==> config.mk <==
export PLATFORM = sky130hd
export DESIGN_NAME = enms_back
export DESIGN_NICKNAME = d
export VERILOG_FILES = /design/src/rtl/core/enms_pkg.sv /design/src/rtl/core/enms_back.sv
export SDC_FILE = /design/constraint.sdc
export NUM_CORES = 1
export LEC_CHECK = 0
export BUFFER_PORTS_ARGS = -buffer_cell sky130_fd_sc_hd__buf_2
export CORE_UTILIZATION = 42
export DETAILED_ROUTE_END_ITERATION = 10
export PLACE_DENSITY = 0.79
export SLEW_MARGIN = 20
export SYNTH_ARGS = -nofsm -noshare
export SYNTH_HDL_FRONTEND = slang
export SYNTH_SLANG_ARGS = --single-unit
==> constraint.sdc <==
create_clock -name clk_i -period 3.75 [get_ports clk_i]
set_clock_uncertainty 0.1 [all_clocks]
set_input_delay 0.375 -clock clk_i [delete_from_list [all_inputs] [get_ports clk_i]]
set_output_delay 0.375 -clock clk_i [all_outputs]
set_load 0.02 [all_outputs]
==> src/rtl/core/enms_pkg.sv <==
package enms_pkg;

  // Field widths
  localparam int PIX_W = 8;
  localparam int DIR_W = 8;
  localparam int ROW_W = 16;
  localparam int COL_W = 10;

  // Configuration port
  localparam int CFG_IDX_W  = 2;
  localparam int CFG_DATA_W = 16;
  localparam int CFG_WIDTH_W = 11;
  localparam logic [CFG_IDX_W-1:0] CFG_IMAGE_WIDTH  = 2'd0;
  localparam logic [CFG_IDX_W-1:0] CFG_IMAGE_HEIGHT = 2'd1;
  localparam logic [CFG_WIDTH_W-1:0] RST_IMAGE_WIDTH  = 11'd640;
  localparam logic [ROW_W-1:0]       RST_IMAGE_HEIGHT = 16'd480;

  // Defaults for top-level parameters
  localparam int DEF_MAX_WIDTH   = 1024;
  localparam int DEF_QUEUE_DEPTH = 4;

  // Direction codes
  localparam logic [DIR_W-1:0] DIR_0   = 8'd0;
  localparam logic [DIR_W-1:0] DIR_45  = 8'd45;
  localparam logic [DIR_W-1:0] DIR_90  = 8'd90;
  localparam logic [DIR_W-1:0] DIR_135 = 8'd135;

  // Result kinds within one queue entry, in raster order
  localparam int RES_UP_PREV  = 0;  // row r-1, column c-1
  localparam int RES_UP_LAST  = 1;  // row r-1, last column
  localparam int RES_CUR_PREV = 2;  // last row, column c-1
  localparam int RES_CUR_LAST = 3;  // last row, last column (frame end)
  localparam int NUM_RES      = 4;

  typedef struct packed {
    logic [PIX_W-1:0] magnitude;
    logic [DIR_W-1:0] direction;
  } in_t;

  typedef struct packed {
    logic [PIX_W-1:0] value;
    logic [ROW_W-1:0] row;
    logic [COL_W-1:0] column;
    logic             frame_last;
  } out_t;

  // One window column: rows r-2, r-1, r and the directions of rows r-1, r
  typedef struct packed {
    logic [PIX_W-1:0] top;
    logic [PIX_W-1:0] mid;
    logic [PIX_W-1:0] bot;
    logic [DIR_W-1:0] dmid;
    logic [DIR_W-1:0] dbot;
  } col_t;

  // Work handed from front to back: left, centre-prev and current columns
  typedef struct packed {
    col_t               x0;
    col_t               x1;
    col_t               x2;
    logic [NUM_RES-1:0] mask;
    logic [ROW_W-1:0]   row_up;
    logic [ROW_W-1:0]   row_cur;
    logic [COL_W-1:0]   col_prev;
    logic [COL_W-1:0]   col_cur;
  } entry_t;

endpackage

==> src/rtl/core/enms_back.sv <==
module enms_back (
  input  logic             clk_i,
  input  logic             rst_ni,
  input  logic             empty_i,
  input  enms_pkg::entry_t head_i,
  output logic             pop_o,
  output logic             out_valid_o,
  input  logic             out_ready_i,
  output enms_pkg::out_t   out_data_o
);
  import enms_pkg::*;

  logic [NUM_RES-1:0] done_q, remaining, sel;
  logic [1:0]         idx;
  logic               fire, out_valid_q;
  col_t               cl, cc, cr;
  logic [PIX_W-1:0]   ul, uc, ur, ml, mc, mr, dl, dc, dr;
  logic [DIR_W-1:0]   dir;
  logic [PIX_W-1:0]   n1, n2, value;
  logic               known;
  out_t               out_q;

  // Next result of the head entry, in raster order
  assign remaining = head_i.mask & ~done_q;
  always_comb begin
    idx = 2'd0;
    if (remaining[RES_UP_PREV])       idx = 2'(RES_UP_PREV);
    else if (remaining[RES_UP_LAST])  idx = 2'(RES_UP_LAST);
    else if (remaining[RES_CUR_PREV]) idx = 2'(RES_CUR_PREV);
    else                              idx = 2'(RES_CUR_LAST);
    sel = NUM_RES'(1) << idx;
  end

  // Columns: last-column results mirror the right neighbour to the left
  always_comb begin
    cl = idx[0] ? head_i.x1 : head_i.x0;
    cc = idx[0] ? head_i.x2 : head_i.x1;
    cr = idx[0] ? head_i.x1 : head_i.x2;
  end

  // Rows: last-row results mirror the row below to the row above
  always_comb begin
    if (idx[1]) begin
      ul = cl.mid; uc = cc.mid; ur = cr.mid;
      ml = cl.bot; mc = cc.bot; mr = cr.bot;
      dl = cl.mid; dc = cc.mid; dr = cr.mid;
      dir = cc.dbot;
    end else begin
      ul = cl.top; uc = cc.top; ur = cr.top;
      ml = cl.mid; mc = cc.mid; mr = cr.mid;
      dl = cl.bot; dc = cc.bot; dr = cr.bot;
      dir = cc.dmid;
    end
  end

  // Neighbours along the gradient direction
  always_comb begin
    known = 1'b1;
    n1 = '0;
    n2 = '0;
    case (dir)
      DIR_0:   begin n1 = ml; n2 = mr; end
      DIR_45:  begin n1 = ur; n2 = dl; end
      DIR_90:  begin n1 = dc; n2 = uc; end
      DIR_135: begin n1 = dr; n2 = ul; end
      default: known = 1'b0;
    endcase
    value = (!known || (mc >= n1 && mc >= n2)) ? mc : '0;
  end

  assign fire  = !empty_i && (!out_valid_q || out_ready_i);
  assign pop_o = fire && ((remaining & ~sel) == '0);

  always_ff @(posedge clk_i or negedge rst_ni) begin
    if (!rst_ni) begin
      done_q      <= '0;
      out_valid_q <= 1'b0;
    end else begin
      if (fire) begin
        done_q <= pop_o ? '0 : (done_q | sel);
      end
      if (fire) begin
        out_valid_q <= 1'b1;
      end else if (out_ready_i) begin
        out_valid_q <= 1'b0;
      end
    end
  end

  // Output register
  always_ff @(posedge clk_i) begin
    if (fire) begin
      out_q.value      <= value;
      out_q.row        <= idx[1] ? head_i.row_cur : head_i.row_up;
      out_q.column     <= idx[0] ? head_i.col_cur : head_i.col_prev;
      out_q.frame_last <= (idx == 2'(RES_CUR_LAST));
    end
  end

  assign out_valid_o = out_valid_q;
  assign out_data_o  = out_q;

`ifndef NO_ASSERTIONS
  a_fire_has_work: assert property (@(posedge clk_i) disable iff (!rst_ni)
    !empty_i |-> remaining != '0)
    else $error("head entry has no result left");
  a_done_clears: assert property (@(posedge clk_i) disable iff (!rst_ni)
    pop_o |=> done_q == '0)
    else $error("progress mask not cleared on pop");
`endif

endmodule
-- Word level (Yosys, flattened, before mapping)
Cells that the tools add are included.
Widths: inputs -> output; s select.
- register bits after elaboration: 40
- bits of input ports: 180
- output and inout port bits: 37
- logic and storage cells: 54
- $lt $le $gt $ge: 2
- equality and inequality tests: 4
- shift operators: 1
- muxes and demuxes: 24
- bitwise operators: 5
- reduce and logical (&&, ||, !) cells: 12
- operators with widths (cell ; count):
    $mux 40 ; 3
    $mux 8 ; 10
    $pmux 8 s4 ; 2
    $ge 8x8->1 ; 2
    $mux 16 ; 1
    $mux 10 ; 1
    $and 4x4->4 ; 2
    $eq 8x6->1 const B ; 1
    $eq 8x7->1 const B ; 1
    $eq 8x8->1 const B ; 1
    $logic_not 8->1 ; 1
    $not 4->4 ; 2
    $logic_not 4->1 ; 1
    $mux 1 ; 4
    $mux 2 ; 2
    $mux 4 ; 1
    $or 4x4->4 ; 1
    $reduce_or 4->1 ; 1
    $shl 1x2->4 const A ; 1
    $logic_and 1x1->1 ; 3
    $logic_not 1->1 ; 3
    $eq 2x2->1 const B ; 1
    $logic_or 1x1->1 ; 2
    $reduce_bool 2->1 ; 1

-- Depth between registers and ports, before layout
Gate-level depths: netlist of run 1.
- depth in word-level cells: 12
- mapped depth: 20
- depth with buffers taken out: 17

-- Least setup slack after synthesis of run 1
No wires, ideal clock.
- path kind: register -> register
- from: reg done_q[2]
- to: reg out_q, in the netlist out_data_o[28] (data pin)
- library setup time: 255 ps
- arrival time: 3471 ps
- required time: 3395 ps
- slack: -76 ps
- stages on the path, launching flop included: 20
- path buffers: 3
- period minus slack after synthesis: 3826 ps
- path through: dfrtp_1 -> nand2b_1 -> buf_2 -> o21ai_4 -> a21oi_1 -> o31a_2 -> and4_1 -> buf_6 -> buf_4 -> a222oi_1 -> inv_1 -> ha_1 -> nand2b_1 -> a21o_1 -> a21o_1 -> a211oi_1 -> o21ai_0 -> a21oi_1 -> o32a_4 -> nor2b_2
- word-level cells in the longest chain between the ends: 12
- elaborated cells on any way between the ends: 31
- those cells by class: 2 x order compare; 3 x eq/ne; 19 x mux; 2 x bitwise; 5 x reduce/logical
- ends and longest elaborated chain (what ; RTL line ; source):
    from (decl) ; enms_back.sv:13 ; logic [NUM_RES-1:0] done_q, remaining, sel;
    from (signal assigned) ; enms_back.sv:80 ; done_q <= pop_o ? '0 : (done_q | sel);
    $not 4->4 * ; enms_back.sv:24 ; assign remaining = head_i.mask & ~done_q;
    $and 4x4->4 * ; enms_back.sv:24 ;
    $mux 1 * ; enms_back.sv:29 ; else if (remaining[RES_CUR_PREV]) idx = 2'(RES_CUR_PREV);
    $mux 2 * ; enms_back.sv:28 ; else if (remaining[RES_UP_LAST]) idx = 2'(RES_UP_LAST);
    $mux 2 * ; enms_back.sv:27 ; if (remaining[RES_UP_PREV]) idx = 2'(RES_UP_PREV);
    $mux 40 ; enms_back.sv:37 ; cc = idx[0] ? head_i.x2 : head_i.x1;
    $mux 8 ; enms_back.sv:43 ; if (idx[1]) begin
    $eq 8x8->1, or another cell as far along ; enms_back.sv:61 ; case (dir)
    $pmux 8 s4 / $reduce_or 4->1 (equally long branches) ; -- ;
    $ge 8x8->1 / $mux 1 (equally long branches) ; enms_back.sv:68, enms_back.sv:61 ;
    $logic_and 1x1->1 / $logic_not 1->1 (equally long branches) ; enms_back.sv:68 ; value = (!known || (mc >= n1 && mc >= n2)) ? mc : '0;
    $logic_or 1x1->1 ; enms_back.sv:68 ;
    to (decl) ; enms_back.sv:21 ; out_t out_q;
Mark *: on every way between the ends. The rest lies on a longest branch, timed or not.
A chain may end at the register's enable or synchronous reset.

-- Worst setup path after layout of run 1
- from: reg done_q[0]
- to: reg out_q, in the netlist out_data_o[29] (data pin)
- word-level cells in the longest chain between the ends: 10
- elaborated cells on any way between the ends: 29
- those cells by class: 2 x order compare; 3 x eq/ne; 17 x mux; 2 x bitwise; 5 x reduce/logical
- ends and longest elaborated chain (what ; RTL line):
    $not 4->4 * ; enms_back.sv:24
    $and 4x4->4 * ; enms_back.sv:24
    $mux 2 * ; enms_back.sv:27
    $mux 40 ; enms_back.sv:37
    $mux 8 ; enms_back.sv:43
    $eq 8x8->1, or another cell as far along ; enms_back.sv:61
    $pmux 8 s4 / $reduce_or 4->1 (equally long branches) ; --
    $ge 8x8->1 / $mux 1 (equally long branches) ; enms_back.sv:68, enms_back.sv:61
    $logic_and 1x1->1 / $logic_not 1->1 (equally long branches) ; enms_back.sv:68
    $logic_or 1x1->1 ; enms_back.sv:68
Marks and branches as above.

==> flow_summary.yaml, run 1 <==
cells_and_area:
  drive_above_1_share: 0.4086
  fill_cells: 855
  fin_util: 0.6179
  fin_nets: 983
  syn2layout_area_growth_pct: 42.31
floorplan:
  die_area_mm2: 0.01051
  start_util: 0.4342
  rows: 36
  die_w_um: 102.5
  die_h_um: 102.5
  core_mm2: 0.009774
  ios: 217
grt:
  antenna_found_initial: 2
  grt_pass1_wl_um: 23290
  grt-ovfl-total: 0
  first_global_vias: 4843
  grt_max_degree: 40
  grt_usage: 0.2882
clock_network:
  cts_buffers: 5
  cts.sinks: 40
  htree_levels: 2
  cts_root_buf: "clkbuf_8"
  clk_latency_ns: 0.30
  cts_tree: "done"
  cts_max_path_buffers: 2
  clk_pin_slew_ns: 0.08
yosys:
  synth_common_cells: "nand2_1 (174), o21ai_0 (51), o22ai_1 (38), edfxtp_1 (35), nor2_1 (34)"
  ys_seq_elements: 40
  syn_nets: 757
  synth_area_per_cell_um2: 7.565
  synth.most_common_cell: "nand2_1"
  yosys.cell_types.count: 53
  netlist_area_mm2: 0.004244
  synth_ff_type: "edfxtp_1"
  synth-edff-count: 35
  yosysSeqAreaShare: 0.2771
  syn-instance-count: 561
  synth_warnings: 0
  synth_top_cell_area_share: 0.2476
  synth.area.top_cells: "edfxtp_1 (25%), nand2_1 (15%), mux2i_1 (6.1%), o21ai_0 (6.0%), o22ai_1 (5.6%)"
  yosysTopAreaCell: "edfxtp_1"
  async_reset_ff_frac: 0.1250
timing:
  rsz0062_at_grt: "yes"
  setup_slack_ns: -0.2057
  finalSetupViolCount: 8
  timing.hold.ws_ns: 0.1704
  setup_tns_ns: -1.573
  finalCritPeriodShare: 1.055
  tightest_slew_ns: 0.4854
  hold_violations: 0
  max_freq_mhz: 252.8
  period_minus_slack_ns: 3.956
  drv_slew: 0
  relSlewSlack: 0.6764
critical_path:
  cp.required_ns: 3.71
  path_cells: "buf_6 > nor2b_4 > buf_6 > nor4_1 > or3_1 > o31a_4 > o2111ai_4 > o22ai_2 > a222oi_1 > inv_1 > ha_1 > nand2b_1 > a21o_1 > a21o_1 > a211oi_2 > o21ai_1 > a21oi_2 > o32a_4 > nor2b_2"
  crit_path_max_fanout: 8
  worst-setup-path-type: "reg2reg"
  cp-end-kind: "flip-flop"
  slowest_delay_ns: 0.42
  start_kind: "flip-flop"
  critPathTopFamily: "compound AO/OA/AOI/OAI gates"
  cp.arrival_ns: 3.92
  worst-path-buf-inv: 3
  slowest_stage: "dfrtp_1"
routing:
  met2RoutedLength_um: 7556
  dr.pass1.iters: 6
  vias_per_cell: 5.705
  drcViolationCount: 0
  met1_length_um: 6169
  first_iter_violations: 366
  routed_wl_um: 15620
  wl_met3_um: 1384
  wire_per_inst_um: 16.92
  dr.max_layer_used: "met4"
  ant_nets: 0
  via_count: 5266
min_path:
  hold_path_class: "in2reg"
flow_run:
  drv_cap: 0
power:
  ir_worst_vdd_mv: 0.1997
  total_leakage_power_uw: 0.002886
  power.density_mw_per_mm2: 397.0
placement:
  port_buffers: 200
  gp_congestion: 0.9285
  dpl.hpwl_um: 11940
outcome:
  outcome: "finished with violations"
  violations: "setup timing"
layer usage:
layer | vias to the layer above | global-route usage
li1 | 2514 | -
met1 | 2392 | 0.3457
met2 | 321 | 0.5056
met3 | 39 | 0.04542
met4 | 0 | 0.1330
met5 | - | 0
cell families after synthesis:
logic type	count (synthesis)	synth area share
fa+ha+maj	16	0.04717
simple gates	266	0.2821
buf+inv	49	0.06014
compound gates	160	0.2509
flops	40	0.2771
mux	30	0.08255
metrics by stage:
stage          std cells  total power (uW)  area [um^2]  setup slack, ns
2_1_floorplan        561              1471         4278          0.01395
3_3_place_gp         907              1870         5660          -0.2475
3_5_place_dp         907              1915         5660          -0.3274
4_1_cts              918              2324         5914          -0.1884
5_1_grt              923              2555         6040          -0.4222
6_report             923              2398         6040          -0.2057
report_power, final:
group	internal, uW	total, uW	switching (uW)
clock network	197	353	156
registers	565	590	25.6
logic	626	1450	829
total	1390	2400	1010
state kept, by name, indices dropped and copies added (netlist names):
signal       cells
out_data_o      35
done_q           4
out_valid_o      1
final cells by class:
cell class              count  area (um^2)  area share
repair buffers            265         1553      0.2571
multi-input cells         472         3017      0.4995
clock inverters             3        42.54    0.007044
diodes                      2        5.005   0.0008287
flip-flops and latches     40         1176      0.1947
well taps                 133        166.4     0.02755
clock buffers               5        68.82     0.01139
inverters                   3        11.26    0.001865
path summary, 6_finish.rpt:
check	from	end	slack (ns)	cells past startpoint
worst max-delay path	done_q[0]	out_data_o[29]	-0.21	19
worst min-delay path	out_ready_i	out_valid_o	0.17	2
worst max register to register	done_q[0]	out_data_o[29]	-0.21	19
worst min register to register	done_q[3]	done_q[3]	0.41	1
max in group asynchronous	rst_ni	done_q[3]	3.11	2
min in group asynchronous	rst_ni	done_q[2]	0.32	2
cell usage in the layout, fill, tap and decap left out, types with 6 or more instances in the layout:
cell | Yosys | routed
a21oi_1 | 16 | 11
a222oi_1 | 10 | 10
a31oi_1 | 7 | 7
buf_2 | 15 | 200
buf_4 | 4 | 53
buf_6 | 5 | 7
edfxtp_1 | 35 | 35
ha_1 | 16 | 16
mux2i_1 | 26 | 26
nand2_1 | 174 | 174
nand3_1 | 6 | 6
nor2_1 | 34 | 33
nor2b_2 | 7 | 7
nor3_1 | 15 | 14
o21ai_0 | 51 | 50
o22ai_1 | 38 | 36
timing repair:
action	4_1_cts	5_1_grt
pin swaps	11	9
resized for setup	22	22
hold endpoints to repair	5	0
endpoints found under the setup margin	8	8
hold buffers	1	0
buffers inserted	3	3
No activity file was read; power rests on OpenSTA's default activity.
==> run 2: changes to the inputs <==
--- a/config.mk
+++ b/config.mk
@@ -8,8 +8,9 @@
 export BUFFER_PORTS_ARGS = -buffer_cell sky130_fd_sc_hd__buf_2
 export CORE_UTILIZATION = 42
 export DETAILED_ROUTE_END_ITERATION = 10
-export PLACE_DENSITY = 0.79
-export SLEW_MARGIN = 20
+export PLACE_DENSITY = 0.76
+export SETUP_SLACK_MARGIN = 0.1
+export SLEW_MARGIN = 30
 export SYNTH_ARGS = -nofsm -noshare
 export SYNTH_HDL_FRONTEND = slang
 export SYNTH_SLANG_ARGS = --single-unit
==> flow_summary.yaml, run 2 (synthesis gave the netlist of run 1 again) <==
outcome:
  outcome: "finished with violations"
  violations: "setup timing"
clock_network:
  cts_max_path_buffers: 2
  cts.sinks: 40
  clk_pin_slew_ns: 0.08
  htree_levels: 2
  cts_buffers: 5
  cts_root_buf: "clkbuf_8"
  cts_tree: "done"
  clk_latency_ns: 0.30
routing:
  vias_per_cell: 5.651
  wire_per_inst_um: 16.24
  ant_nets: 0
  dr.pass1.iters: 6
  via_count: 5199
  routed_wl_um: 14940
  first_iter_violations: 373
  drcViolationCount: 0
floorplan:
  rows: 36
  ios: 217
  die_h_um: 102.5
  core_mm2: 0.009774
  die_w_um: 102.5
  die_area_mm2: 0.01051
  start_util: 0.4342
timing:
  period_minus_slack_ns: 4.003
  setup_slack_ns: -0.2532
  drv_slew: 0
  relSlewSlack: 0.6408
  rsz0062_at_grt: "yes"
  finalCritPeriodShare: 1.068
  max_freq_mhz: 249.8
  timing.hold.ws_ns: 0.1685
  finalSetupViolCount: 8
  hold_violations: 0
  tightest_slew_ns: 0.5388
critical_path:
  cp-end-kind: "flip-flop"
  worst-setup-path-type: "reg2reg"
  cp.arrival_ns: 3.96
  cp.required_ns: 3.71
  crit_path_max_fanout: 8
  crit_start: "done_q[0]"
  r2r_start: "done_q[0]"
  start_kind: "flip-flop"
cells_and_area:
  fin_nets: 982
  fin_util: 0.6088
  diodes: 0
  fin_cells: 920
  syn2layout_area_growth_pct: 40.21
  fill_cells: 871
  largest_reg_flops: 35
  final_common_cell: "buf_2"
  final_cell_mix: "buf_2 (200), nand2_1 (174), buf_4 (53), o21ai_0 (50), o22ai_1 (37)"
  drive_above_1_share: 0.3990
power:
  total_leakage_power_uw: 0.002863
  ir_worst_vdd_mv: 0.1597
  power.density_mw_per_mm2: 391.7
placement:
  port_buffers: 200
  place_inst: 903
  dpl.hpwl_um: 11400
  place_ws_ns: -0.3710
  gp_congestion: 0.9812
grt:
  grt_max_degree: 41
  grt_usage: 0.2785
  antenna_found_initial: 0
  first_global_vias: 4798
  grt_pass1_wl_um: 22760
  grt-ovfl-total: 0
flow_run:
  drv_cap: 0
min_path:
  hold_path_class: "in2reg"
  worstHoldStart: "out_ready_i"
[run 2: cell count changes in the layout (fill, tap and decap cells not counted), moves of 2 or more]
cell,delta
and4_4,-2
diode_2,-2
and4_2,+2
buf_8,-3
[run 2: stage by stage]
stage	total power (uW)	setup TNS [ns]	cell area (um^2)
floorplan	1471	0	4278
global placement	1879	-2.365	5653
detailed placement	1906	-2.895	5653
CTS	2314	-1.253	5933
global route	2493	-3.393	5951
finish	2331	-1.961	5951
[run 2: where the power goes]
group          internal, uW  leakage [uW]  switching, uW
clock network           198     0.0000552            154
logic                   591       0.00241            804
registers               564      0.000398           20.7
total                  1350       0.00286            979
[run 2: layout make-up]
class / instances / area [um^2] / area share
inverters: 3 / 11.26 / 0.001892
clock buffers: 6 / 72.57 / 0.01220
flip-flops and latches: 40 / 1176 / 0.1976
repair buffers: 264 / 1539 / 0.2586
multi-input cells: 472 / 2950 / 0.4958
clock inverters: 2 / 35.03 / 0.005887
well taps: 133 / 166.4 / 0.02796
[run 2: path summary, 6_finish.rpt]
path / to / slack (ns) / cells past startpoint
min in group asynchronous: done_q[1] / 0.31 / 2
worst max register to register: out_data_o[31] / -0.25 / 19
worst max-delay path: out_data_o[31] / -0.25 / 19
worst min register to register: done_q[3] / 0.41 / 1
max in group asynchronous: done_q[3] / 3.11 / 2
worst min-delay path: out_valid_o / 0.17 / 2
[run 2: repair_timing]
action,4_1_cts,5_1_grt
gates resized for setup,24,2
hold buffers,1,0
hold endpoints to repair,5,0
setup endpoints to repair,8,8
setup buffers,7,1
pin swaps,11,2
[run 2: critical path, cell delays in order, from the launching register on]
cell	delay (ns)
dfrtp_1	0.42
buf_6	0.13
nor2b_4	0.19
buf_6	0.18
nor4_4	0.05
or3_1	0.35
o22ai_2	0.20
o2111ai_4	0.17
o22a_1	0.24
a21oi_2	0.11
a221o_1	0.13
ha_1	0.23
nand2b_4	0.13
a21o_1	0.14
a21o_1	0.16
a211oi_2	0.18
o21bai_1	0.10
a31oi_1	0.20
o32a_4	0.30
nor2b_2	0.06
[run 2: routing by layer]
layer / GRT usage / wire [um] / share of wire
met5: 0 / 0 / 0
met4: 0.1374 / 445 / 0.030
met3: 0.04000 / 1402 / 0.094
met2: 0.4764 / 7015 / 0.47
met1: 0.3427 / 6075 / 0.41
