## src/rtl/core/enms_pkg.sv

```systemverilog
package enms_pkg;

  // Field widths
  localparam int PIX_W = 8;
  localparam int DIR_W = 8;
  localparam int ROW_W = 16;
  localparam int COL_W = 10;

  // Configuration port
  localparam int CFG_IDX_W  = 2;
  localparam int CFG_DATA_W = 16;
  localparam int CFG_WIDTH_W = 11;
  localparam logic [CFG_IDX_W-1:0] CFG_IMAGE_WIDTH  = 2'd0;
  localparam logic [CFG_IDX_W-1:0] CFG_IMAGE_HEIGHT = 2'd1;
  localparam logic [CFG_WIDTH_W-1:0] RST_IMAGE_WIDTH  = 11'd640;
  localparam logic [ROW_W-1:0]       RST_IMAGE_HEIGHT = 16'd480;

  // Defaults for top-level parameters
  localparam int DEF_MAX_WIDTH   = 1024;
  localparam int DEF_QUEUE_DEPTH = 4;

  // Direction codes
  localparam logic [DIR_W-1:0] DIR_0   = 8'd0;
  localparam logic [DIR_W-1:0] DIR_45  = 8'd45;
  localparam logic [DIR_W-1:0] DIR_90  = 8'd90;
  localparam logic [DIR_W-1:0] DIR_135 = 8'd135;

  // Result kinds within one queue entry, in raster order
  localparam int RES_UP_PREV  = 0;  // row r-1, column c-1
  localparam int RES_UP_LAST  = 1;  // row r-1, last column
  localparam int RES_CUR_PREV = 2;  // last row, column c-1
  localparam int RES_CUR_LAST = 3;  // last row, last column (frame end)
  localparam int NUM_RES      = 4;

  typedef struct packed {
    logic [PIX_W-1:0] magnitude;
    logic [DIR_W-1:0] direction;
  } in_t;

  typedef struct packed {
    logic [PIX_W-1:0] value;
    logic [ROW_W-1:0] row;
    logic [COL_W-1:0] column;
    logic             frame_last;
  } out_t;

  // One window column: rows r-2, r-1, r and the directions of rows r-1, r
  typedef struct packed {
    logic [PIX_W-1:0] top;
    logic [PIX_W-1:0] mid;
    logic [PIX_W-1:0] bot;
    logic [DIR_W-1:0] dmid;
    logic [DIR_W-1:0] dbot;
  } col_t;

  // Work handed from front to back: left, centre-prev and current columns
  typedef struct packed {
    col_t               x0;
    col_t               x1;
    col_t               x2;
    logic [NUM_RES-1:0] mask;
    logic [ROW_W-1:0]   row_up;
    logic [ROW_W-1:0]   row_cur;
    logic [COL_W-1:0]   col_prev;
    logic [COL_W-1:0]   col_cur;
  } entry_t;

endpackage

```

## src/rtl/core/enms_queue.sv

```systemverilog
module enms_queue #(
  parameter int DEPTH = enms_pkg::DEF_QUEUE_DEPTH,
  localparam int PW  = (DEPTH > 1) ? $clog2(DEPTH) : 1,
  localparam int QCW = $clog2(DEPTH + 1)
) (
  input  logic             clk_i,
  input  logic             rst_ni,
  input  logic             push_i,
  input  enms_pkg::entry_t push_data_i,
  input  logic             pop_i,
  output logic             empty_o,
  output enms_pkg::entry_t head_o,
  output logic [QCW-1:0]   count_o
);
  import enms_pkg::*;

  entry_t         mem_q [DEPTH];
  logic [PW-1:0]  wr_q, rd_q;
  logic [QCW-1:0] count_q;

  assign empty_o = (count_q == '0);
  assign count_o = count_q;
  assign head_o  = mem_q[rd_q];

  always_ff @(posedge clk_i) begin
    if (push_i) begin
      mem_q[wr_q] <= push_data_i;
    end
  end

  // Pointers and fill level
  always_ff @(posedge clk_i or negedge rst_ni) begin
    if (!rst_ni) begin
      wr_q    <= '0;
      rd_q    <= '0;
      count_q <= '0;
    end else begin
      if (push_i) begin
        wr_q <= (wr_q == PW'(DEPTH - 1)) ? '0 : wr_q + PW'(1);
      end
      if (pop_i) begin
        rd_q <= (rd_q == PW'(DEPTH - 1)) ? '0 : rd_q + PW'(1);
      end
      count_q <= count_q + QCW'(push_i) - QCW'(pop_i);
    end
  end

`ifndef NO_ASSERTIONS
  a_no_overflow: assert property (@(posedge clk_i) disable iff (!rst_ni)
    push_i && !pop_i |-> count_q < QCW'(DEPTH))
    else $error("queue overflow");
  a_no_underflow: assert property (@(posedge clk_i) disable iff (!rst_ni)
    pop_i |-> !empty_o)
    else $error("queue underflow");
`endif

endmodule

```

## config.mk

```make
export PLATFORM = sky130hd
export DESIGN_NAME = enms_queue
export DESIGN_NICKNAME = d
export VERILOG_FILES = /design/src/rtl/core/enms_pkg.sv /design/src/rtl/core/enms_queue.sv
export SDC_FILE = /design/constraint.sdc
export NUM_CORES = 1
export LEC_CHECK = 0
export BUFFER_PORTS_ARGS = -buffer_cell sky130_fd_sc_hd__buf_2
export CAP_MARGIN = 20
export CORE_UTILIZATION = 55
export CTS_CLUSTER_SIZE = 12
export DETAILED_ROUTE_END_ITERATION = 6
export MAX_ROUTING_LAYER = met4
export PLACE_DENSITY = 0.85
export SETUP_SLACK_MARGIN = 0.02
export SLEW_MARGIN = 20
export SYNTH_ARGS = -nofsm -noshare
export SYNTH_HDL_FRONTEND = slang
export SYNTH_SLANG_ARGS = --single-unit
```

## constraint.sdc

```tcl
create_clock -name clk_i -period 5.9 [get_ports clk_i]
set_input_delay 0.59 -clock clk_i [delete_from_list [all_inputs] [get_ports clk_i]]
set_output_delay 0.59 -clock clk_i [all_outputs]
set_load 0.01 [all_outputs]
```

# Word-level counts from Yosys, hierarchy flattened
# Memory sizes are Yosys's and may differ from the RTL's.
# Index checks and enable logic that the tools add are counted.
[totals]
reg_bits = 7
latchBits = 0
mem_bits_rw = 704
rom_bits = 0
inputBits = 180
output_inout_bits = 180
elab_cells = 15
mem_count = 1
[memory_table]
columns = ["name", "depth", "word_bits", "read_ports", "rd_clocked_by_memory_dff", "wr", "line_no", "text"]
rows = [
  ["mem_q", 4, 176, 1, 0, 1, "enms_queue.sv:17", "entry_t mem_q [DEPTH];"],
]
[op_classes]
addsub = 4
multipliers = 0
n_div = 0
order_cmp = 0
n_eq_ne = 2
shifts = 0
mux = 4
bitwise_logic = 0
reduce_logical = 1
[op_table]
columns = ["op", "n"]
rows = [
  ["$add 2x1->2 const B", 2],
  ["$eq 2x2->1 const B", 2],
  ["$mux 2", 2],
  ["$add 3x1->3", 1],
  ["$logic_not 3->1", 1],
  ["$sub 3x1->3", 1],
  ["$mux 1", 2],
]

# Longest topological paths before layout
# Gate-level depths: netlist of the first run.
[depth]
word_depth = 2
depth_mapped = 8
mapped_depth_nobuf = 8

# Worst setup path after synthesis of the first run
# No wires, ideal clock.
[synth_timing]
path_kind = "reg2reg"
startpoint = "register wr_q[0]"
endpoint = "memory mem_q[2][0] (netlist bit), enable pin"
setup_ps = 557
arrival_ps = 4631
required_ps = 5343
path_slack_ps = 712
stages_incl_launch_ff = 4
path_buffers = 0
synth_period_minus_slack_ps = 5188
path_cell_list = "dfrtp_1 inv_1 ha_1 and2_1"
[synth_lines]
columns = ["element", "line_no", "text"]
rows = [
  ["from (decl)", "enms_queue.sv:18", "logic [PW-1:0] wr_q, rd_q;"],
  ["from (signal assigned)", "enms_queue.sv:39", "wr_q <= (wr_q == PW'(DEPTH - 1)) ? '0 : wr_q + PW'(1);"],
  ["to (decl)", "enms_queue.sv:17", ""],
]
# No word-level cell before the write port.

==> results of run 1 <==
synth_stat cells:
cell type / count
mux4_2: 176
buf_6: 15
dfrtp_1: 7
or3b_2: 1
and2_1: 4
nand2_1: 1
xnor2_1: 2
inv_1: 6
fa_1: 1
ha_1: 7
o21ai_0: 2
nor2_1: 1
mux2_2: 2
buf_2: 20
nor3_1: 1
edfxtp_1: 704
clkbuf_1: 5
final cells by class:
type	count	area, um^2	area share, %
Antenna cell	21	52.6	0.173
Tap cell	600	751	2.47
Multi-Input combinational cell	198	4180	13.8
Sequential cell	711	21300	70.2
Clock inverter	13	73.8	0.243
Inverter	6	22.5	0.0742
Timing Repair Buffer	372	1980	6.54
Clock buffer	100	1980	6.52
worst register-to-register path: stages, from the launching register on:
cell and delay (ns):
dfrtp_1 0.41, inv_1 0.12, ha_1 0.15, and2_4 0.44
buf_4 0.86
state kept, by name, indices dropped and copies added, names as in the netlist:
name	count
count_o	3
mem_q	704
rd_q	2
wr_q	2
repair_timing:
action,in CTS,in global routing
setup endpoints to repair,0,0
endpoints found under the hold margin,7,0
hold buffers,1,0
metrics by stage:
stage	instance area, um^2	cells	utilization [%]	hold WS, ns	setup slack [ns]
floorplan	25800	955	-	0.294	0.712
global placement	28200	1886	61.7	0.445	2.97
detailed placement	28200	1886	61.7	0.459	2.98
CTS	30300	2000	66.2	0.162	2.30
global route	30400	2018	66.3	0.169	2.15
finish	30400	2021	66.3	0.206	2.31
power by group through the flow:
stage	sequential [uW]	combinational [uW]	clock, uW
finish	6820	4110	4050
global route	6880	4380	4300
CTS	6830	4180	4140
detailed placement	6910	4120	0
global placement	6830	4090	0
floorplan	6840	2790	0
kinds of logic after synthesis:
kind of cell	after synthesis	synth area share (%)
flops	711	82.6
mux	178	15.5
buf+inv	46	1.20
fa+ha+maj	8	0.417
simple gates	8	0.179
compound gates	2	0.0388
xor+xnor	2	0.0679
per-layer routing:
| metal | global-route usage (%) | wire length, um | vias to the layer above |
|---|---|---|---|
| met3 | 8.80 | 5480 | 89 |
| met5 | - | 0 | - |
| met1 | 27.2 | 19300 | 6102 |
| met4 | 6.39 | 1120 | 0 |
| met2 | 35.5 | 25900 | 532 |
| li1 | - | - | 4995 |
final timing paths:
kind | from | to | slack (ns) | cells after the start
worst min-delay path | push_data_i[165] | mem_q[0][165] | 0.21 | 1
worst max register to register | wr_q[0] | mem_q[2][80] | 3.43 | 4
min in group asynchronous | rst_ni | count_o[2] | 0.40 | 2
worst min register to register | wr_q[1] | wr_q[1] | 0.64 | 2
max in group asynchronous | rst_ni | rd_q[1] | 5.27 | 2
worst max-delay path | rd_q[1] | head_o[37] | 2.31 | 3
==> results.yml, run 1 <==
global_route:
  grt.total_usage_pct: 22.5
  grt_max_degree: 94
  grt_pass1_wl_um: 74900
  gr-total-overflow: 0
  antenna_found_initial: 18
  grt_pass1_vias: 12290
die:
  die_area_um2: 47800
  start_util_pct: 56.4
  dieWidth_um: 219
  io_pins: 360
  rows: 78
  die_height_um: 219
  core_um2: 45800
drt:
  vias_per_cell: 5.80
  drc_errors: 0
  drt_iter0_drc: 1036
  routed-via-count: 11718
  post_drt_wl_per_cell_um: 25.6
  dr.pass1.iters: 5
  ant_nets: 0
  wl_um: 51800
timing:
  slew_headroom_pct: 30.3
  fin_tns_setup_ns: 0
  drv_slew: 0
  worst_pin_slew_ns: 1.05
  finalSetupViolCount: 0
  period_share_pct: 60.9
  min_period_ns: 3.59
  final_hold_viol_count: 0
  fmax_mhz: 278
  rsz0062_at_grt: "false"
  finClkSkew_ns: 0.0233
clock_tree:
  cts_tree: "yes"
  clk_latency_ns: 0.60
  post_cts.repair.setup_buffers: 0
  clockRootBuffer: "clkbuf_16"
  cts.clk_slew.worst_paths_ns: 0.06
  clock_path_buffers: 3
  cts_repair_resize_count: 0
  cts_max_level: 3
  cts.sinks: 711
  numCtsBuffers: 72
power:
  p_int_uw: 10700
  power_uw: 15000
  swShare_pct: 28.6
  p_leak_uw: 0.0103
  power.switching_uw: 4290
  clockPowerShare_pct: 27.0
  power.density_nw_per_um2: 493
  p_seq_share_pct: 45.5
  ir_drop_mv: 0.469
  p_comb_share_pct: 27.4
layout:
  nets: 1549
  area_delta_synth_final_pct: 17.7
  final_common_cell: "edfxtp_1"
  final_cell_mix: "edfxtp_1, buf_2, mux4_2"
  drive_gt1_share_pct: 45.6
  nFillCells: 2773
placement:
  dpl.hpwl_um: 29600
  place_congestion: 0.732
  io_buffers: 359
synth:
  ys_ff_latch: 711
  synth.distinct_cells: 17
  syn_inst: 955
  syn_avg_cell_area_um2: 27.0
  synth_area_um2: 25800
  yosysTopAreaCell: "edfxtp_1"
  synthTopCellsByArea: "edfxtp_1, mux4_2, dfrtp_1"
  synth.top_cell.area_share_pct: 82.0
  ys_seq_area_share_pct: 82.6
  synth_nets: 1143
  yosysWarningCount: 0
worst_setup_path:
  worst-path-buf-inv: 2
  critPathKind: "flop to output pin"
  worstPathMaxFanout: 50
  worst_setup_path_start_kind: "flop"
  cp_slowest_stage_delay_ns: 0.92
  critPathTopFamily: "flip-flops"
  crit_chain: "buf_4, mux4_2, buf_2"
  crit_arrival_ns: 3.00
  critPathCaptureType: "output pin"
  cp.required_ns: 5.31
  critPathSlowestCell: "dfrtp_4"
run:
  maxCapViolations: 0
min_path:
  min_path_type: "input port to flop"
run_status:
  outcome: "completed"
(Power assumes the default switching activity.)
==> inputs of run 2 (changes only) <==
--- a/config.mk
+++ b/config.mk
@@ -7,11 +7,11 @@
 export LEC_CHECK = 0
 export BUFFER_PORTS_ARGS = -buffer_cell sky130_fd_sc_hd__buf_2
 export CAP_MARGIN = 20
-export CORE_UTILIZATION = 55
+export CORE_UTILIZATION = 51
 export CTS_CLUSTER_SIZE = 12
 export DETAILED_ROUTE_END_ITERATION = 6
 export MAX_ROUTING_LAYER = met4
-export PLACE_DENSITY = 0.85
+export PLACE_DENSITY = 0.83
 export SETUP_SLACK_MARGIN = 0.02
 export SLEW_MARGIN = 20
 export SYNTH_ARGS = -nofsm -noshare
==> constraint.sdc (replaced) <==
create_clock -name clk_i -period 3.25 [get_ports clk_i]
set_input_delay 0.325 -clock clk_i [delete_from_list [all_inputs] [get_ports clk_i]]
set_output_delay 0.325 -clock clk_i [all_outputs]
set_load 0.01 [all_outputs]
==> run 2 against run 1 <==
Net effect:
- via count up 8.1%
- final cell count up 12%
- flip-flop and latch count unchanged
- worst hold slack worse by 0.063 ns
- sequential power up 80%
- clock-buffer cell count fell by 6
- combinational power increased by 95%
- sequential share of layout area shrank 4.7 points
- non-clock buffer count is 194 higher
==> results.yml, run 2 (synthesis gave the netlist of run 1 again) <==
die:
  io_pins: 360
  dieWidth_um: 227
  die_height_um: 227
  start_util_pct: 51.5
  die_area_um2: 51500
  rows: 82
  core_um2: 50100
timing:
  fmax_mhz: 352
  worst_pin_slew_ns: 0.757
  rsz0062_at_grt: "false"
  fin_tns_setup_ns: 0
  finalSetupViolCount: 0
  period_share_pct: 87.5
  drv_slew: 0
  slew_headroom_pct: 49.5
  min_period_ns: 2.84
  final_hold_viol_count: 0
  finClkSkew_ns: 0.0111
power:
  p_leak_uw: 0.0112
  power.density_nw_per_um2: 860
  p_comb_share_pct: 28.6
  ir_drop_mv: 0.670
  power.switching_uw: 8130
  p_int_uw: 19900
  swShare_pct: 29.0
  clockPowerShare_pct: 27.4
  p_seq_share_pct: 44.0
drt:
  routed-via-count: 12665
  drc_errors: 0
  post_drt_wl_per_cell_um: 24.9
  drt-met1-wl_um: 21100
  dr.pass1.iters: 4
  vias_per_cell: 5.57
  wl_um: 56600
  ant_nets: 0
  dr_wl_met2_um: 29500
  met3_length_um: 4680
  drt_iter0_drc: 964
  topRoutingLayerUsed: "met4"
global_route:
  antenna_found_initial: 2
  gr-total-overflow: 0
  grt_max_degree: 114
  grt.total_usage_pct: 22.9
  grt_pass1_wl_um: 82700
  grt_pass1_vias: 13442
layout:
  nFillCells: 3154
  drive_gt1_share_pct: 41.3
  final_cell_mix: "edfxtp_1, buf_2, dlygate4sd3_1"
  final_cells: 2273
  area_delta_synth_final_pct: 26.2
  largest_reg_flops: 704
  final_common_cell: "edfxtp_1"
  regMostFlops: "mem_q"
  nets: 1745
placement:
  place_inst: 1974
  dpl.hpwl_um: 31000
  place_congestion: 0.722
  io_buffers: 359
worst_setup_path:
  cp-endpoint: "head_o[162]"
  r2r_end: "mem_q[2][137]"
  crit_chain: "buf_4, mux4_2, buf_2"
  rr_worst_depth: 4
  worst_setup_path_start_kind: "flop"
  r2r_start: "wr_q[0]"
  critPathKind: "flop to output pin"
  cp_slowest_stage_delay_ns: 0.85
  cp.required_ns: 2.92
  cp-startpoint: "rd_q[1]"
  crit_arrival_ns: 2.52
  critPathTopFamily: "flip-flops"
  critPathSlowestCell: "dfrtp_4"
  worstPathMaxFanout: 40
  critPathCaptureType: "output pin"
  r2r_setup_slack_ns: 1.25
  path_depth: 3
  worst-path-buf-inv: 2
run:
  maxCapViolations: 0
clock_tree:
  cts_tree: "yes"
  cts_repair_resize_count: 0
  clock_path_buffers: 3
  cts.clk_slew.worst_paths_ns: 0.06
  numCtsBuffers: 74
  cts.sinks: 711
  clockRootBuffer: "clkbuf_16"
  cts_max_level: 3
  clk_latency_ns: 0.60
run_status:
  outcome: "completed"
min_path:
  min_path_type: "input port to asynchronous set/reset pin"
[run 2: timing repair]
action                                 CTS  global route
hold buffers                           179             0
endpoints found under the hold margin  714             0
buffers inserted                         0             0
[run 2: routing by layer]
layer | up-vias | GRT usage, %
met5 | - | -
li1 | 5354 | -
met4 | 0 | 6.95
met3 | 88 | 5.93
met1 | 6604 | 27.8
met2 | 619 | 37.9
[run 2: power by group through the flow]
stage,Clock [uW],Sequential [uW],Combinational [uW]
floorplan,0,12200,5080
global placement,0,12300,7700
detailed placement,0,12500,7820
CTS,7790,12300,8080
global route,8170,12400,8540
finish,7660,12300,8020
[run 2: area by class of cell]
| type | instances | area, um^2 | area share, % |
|---|---|---|---|
| Antenna cell | 4 | 10.0 | 0.0308 |
| Clock buffer | 94 | 1950 | 5.99 |
| Multi-Input combinational cell | 198 | 4180 | 12.8 |
| Sequential cell | 711 | 21300 | 65.5 |
| Tap cell | 672 | 841 | 2.58 |
| Clock inverter | 22 | 194 | 0.596 |
| Timing Repair Buffer | 566 | 4020 | 12.4 |
| Inverter | 6 | 22.5 | 0.0692 |
[run 2: worst min-delay path by stage]
stage           start    endpoint  slack [ns]  cells past startpoint
2_1_floorplan  rst_ni  count_o[0]        0.03                      0
6_report       rst_ni     rd_q[0]        0.14                      2
3_3_place_gp   rst_ni  count_o[2]        0.16                      1
5_1_grt        rst_ni  count_o[0]         0.1                      2
4_1_cts        rst_ni  count_o[0]        0.05                      2
3_5_place_dp   rst_ni  count_o[2]        0.17                      1
[run 2: stage by stage]
stage          total power, uW  worst slack (ns)  area (um^2)  utilization [%]  hold WS, ns
2_1_floorplan            17300            0.0323        25800                -       0.0294
3_3_place_gp             20000              1.05        28600             57.1        0.164
3_5_place_dp             20300              1.02        28600             57.1        0.170
4_1_cts                  28200             0.344        32500             65.0       0.0516
5_1_grt                  29100             0.297        32500             65.0       0.0993
6_report                 28000             0.406        32500             65.0        0.143
==> inputs of run 3 (changes only) <==
--- a/config.mk
+++ b/config.mk
@@ -11,7 +11,7 @@
 export CTS_CLUSTER_SIZE = 12
 export DETAILED_ROUTE_END_ITERATION = 6
 export MAX_ROUTING_LAYER = met4
-export PLACE_DENSITY = 0.83
+export PLACE_DENSITY = 0.74
 export SETUP_SLACK_MARGIN = 0.02
 export SLEW_MARGIN = 20
 export SYNTH_ARGS = -nofsm -noshare
==> run 3 against run 2 <==
Net effect:
- design area up 0.18%
- critical path depth grew 1
- first-iteration DRC count is 24% lower
- combinational power increased by 1%
- clock-buffer cell count is 8 higher
- flip-flop and latch count unchanged
==> results.yml, run 3 (synthesis gave the netlist of run 1 again) <==
die:
  io_pins: 360
  dieWidth_um: 227
  die_area_um2: 51500
  die_height_um: 227
  core_um2: 50100
  rows: 82
  start_util_pct: 51.5
placement:
  dpl.hpwl_um: 30000
  place_ws_ns: 1.13
  place_congestion: 0.729
  place_inst: 1977
  placed_area_um2: 28700
  io_buffers: 359
worst_setup_path:
  rr_worst_depth: 4
  critPathKind: "flop to output pin"
  critPathTopFamily: "buffers and inverters"
  critPathSlowestCell: "dfrtp_4"
  worstPathMaxFanout: 24
  worst_setup_path_start_kind: "flop"
  worst-path-buf-inv: 3
  crit_chain: "buf_12, buf_4, mux4_2, buf_2"
  path_depth: 4
  critPathCaptureType: "output pin"
  cp.required_ns: 2.92
  cp_slowest_stage_delay_ns: 0.55
  crit_arrival_ns: 2.38
run_status:
  outcome: "completed"
drt:
  dr.pass1.iters: 5
  post_drt_wl_per_cell_um: 23.2
  ant_nets: 0
  vias_per_cell: 5.41
  routed-via-count: 12343
  met3_length_um: 4580
  dr_wl_met2_um: 26100
  drt-met1-wl_um: 21300
  drt_iter0_drc: 729
  wl_um: 53000
  drc_errors: 0
  topRoutingLayerUsed: "met4"
layout:
  final_cell_mix: "edfxtp_1, buf_2, dlygate4sd3_1"
  drive_gt1_share_pct: 41.2
  largest_reg_flops: 704
  finish.instance_area_um2: 32600
  final_common_cell: "edfxtp_1"
  nets: 1746
  final_cells: 2282
  area_delta_synth_final_pct: 26.4
  regMostFlops: "mem_q"
timing:
  min_period_ns: 2.70
  finalWorstSetupSlack_ns: 0.549
  drv_slew: 0
  worst_pin_slew_ns: 0.828
  fmax_mhz: 370
  finalSetupViolCount: 0
  rsz0062_at_grt: "false"
  slew_headroom_pct: 44.8
  fin_tns_setup_ns: 0
  final_hold_viol_count: 0
  finClkSkew_ns: 0.0161
  period_share_pct: 83.1
power:
  p_seq_share_pct: 43.5
  ir_drop_mv: 0.586
  swShare_pct: 28.4
  p_leak_uw: 0.0112
  p_comb_share_pct: 29.2
  power.switching_uw: 7910
  p_int_uw: 19900
  clockPowerShare_pct: 27.3
  power.density_nw_per_um2: 854
clock_tree:
  cts_tree: "yes"
  clockRootBuffer: "clkbuf_16"
  clk_latency_ns: 0.59
  cts.clk_slew.worst_paths_ns: 0.06
  cts_max_level: 3
  post_cts.repair.setup_buffers: 0
  cts.sinks: 711
  numCtsBuffers: 74
  clock_path_buffers: 3
global_route:
  grt.total_usage_pct: 21.6
  grt_pass1_wl_um: 78700
  grt_max_degree: 109
  antenna_found_initial: 7
  gr-total-overflow: 0
  grt_pass1_vias: 13355
min_path:
  holdPathStages: 3
  min_path_type: "input port to flop"
run:
  maxCapViolations: 0
-- run 3: layout make-up --
class                   count  area, um^2
flip-flops and latches    711       21300
fillers                  3241       17500
multi-input cells         198        4180
repair buffers            567        4060
clock buffers             102        2030
well taps                 672         841
clock inverters            17         116
inverters                   6        22.5
diodes                      9        22.5
-- run 3: worst reg2reg max path: stages (launching register included) --
cell and delay (ns):
dfrtp_1 0.41, inv_1 0.12, ha_1 0.16, and2_4 0.69, buf_12 0.33
-- run 3: metal layers --
metal	vias to the layer above	GRT usage [%]
met5	-	-
met4	0	7.24
met3	79	6.66
met2	478	33.4
met1	6421	27.5
li1	5365	-
-- run 3: per-stage QoR --
step | util, % | power (uW) | hold slack [ns]
floorplan | - | 17300 | 0.0294
global placement | 57.2 | 20200 | 0.195
detailed placement | 57.2 | 20300 | 0.198
CTS | 65.1 | 28200 | 0.0492
global route | 65.1 | 29100 | 0.113
finish | 65.1 | 27900 | 0.0979
-- run 3: power by group through the flow --
| stage | Combinational (uW) | Clock [uW] | Sequential [uW] |
|---|---|---|---|
| floorplan | 5080 | 0 | 12200 |
| global placement | 8040 | 0 | 12200 |
| detailed placement | 8050 | 0 | 12300 |
| CTS | 8280 | 7760 | 12100 |
| global route | 8760 | 8130 | 12200 |
| finish | 8140 | 7610 | 12100 |
-- run 3: worst paths after layout --
kind	end	from	slack [ns]
max	head_o[58]	rd_q[0]	0.55
min	wr_q[1]	push_i	0.1
max reg2reg	mem_q[2][166]	wr_q[0]	1.21
min reg2reg	count_o[2]	count_o[1]	0.64
max in group asynchronous	rd_q[0]	rst_ni	2.86
min in group asynchronous	count_o[2]	rst_ni	0.16
-- run 3: what timing repair did --
| item | 4_1_cts | 5_1_grt |
|---|---|---|
| endpoints found under the hold margin | 711 | 0 |
| setup endpoints to repair | 0 | 0 |
| resized for setup | 0 | 0 |
| hold buffers | 177 | 0 |
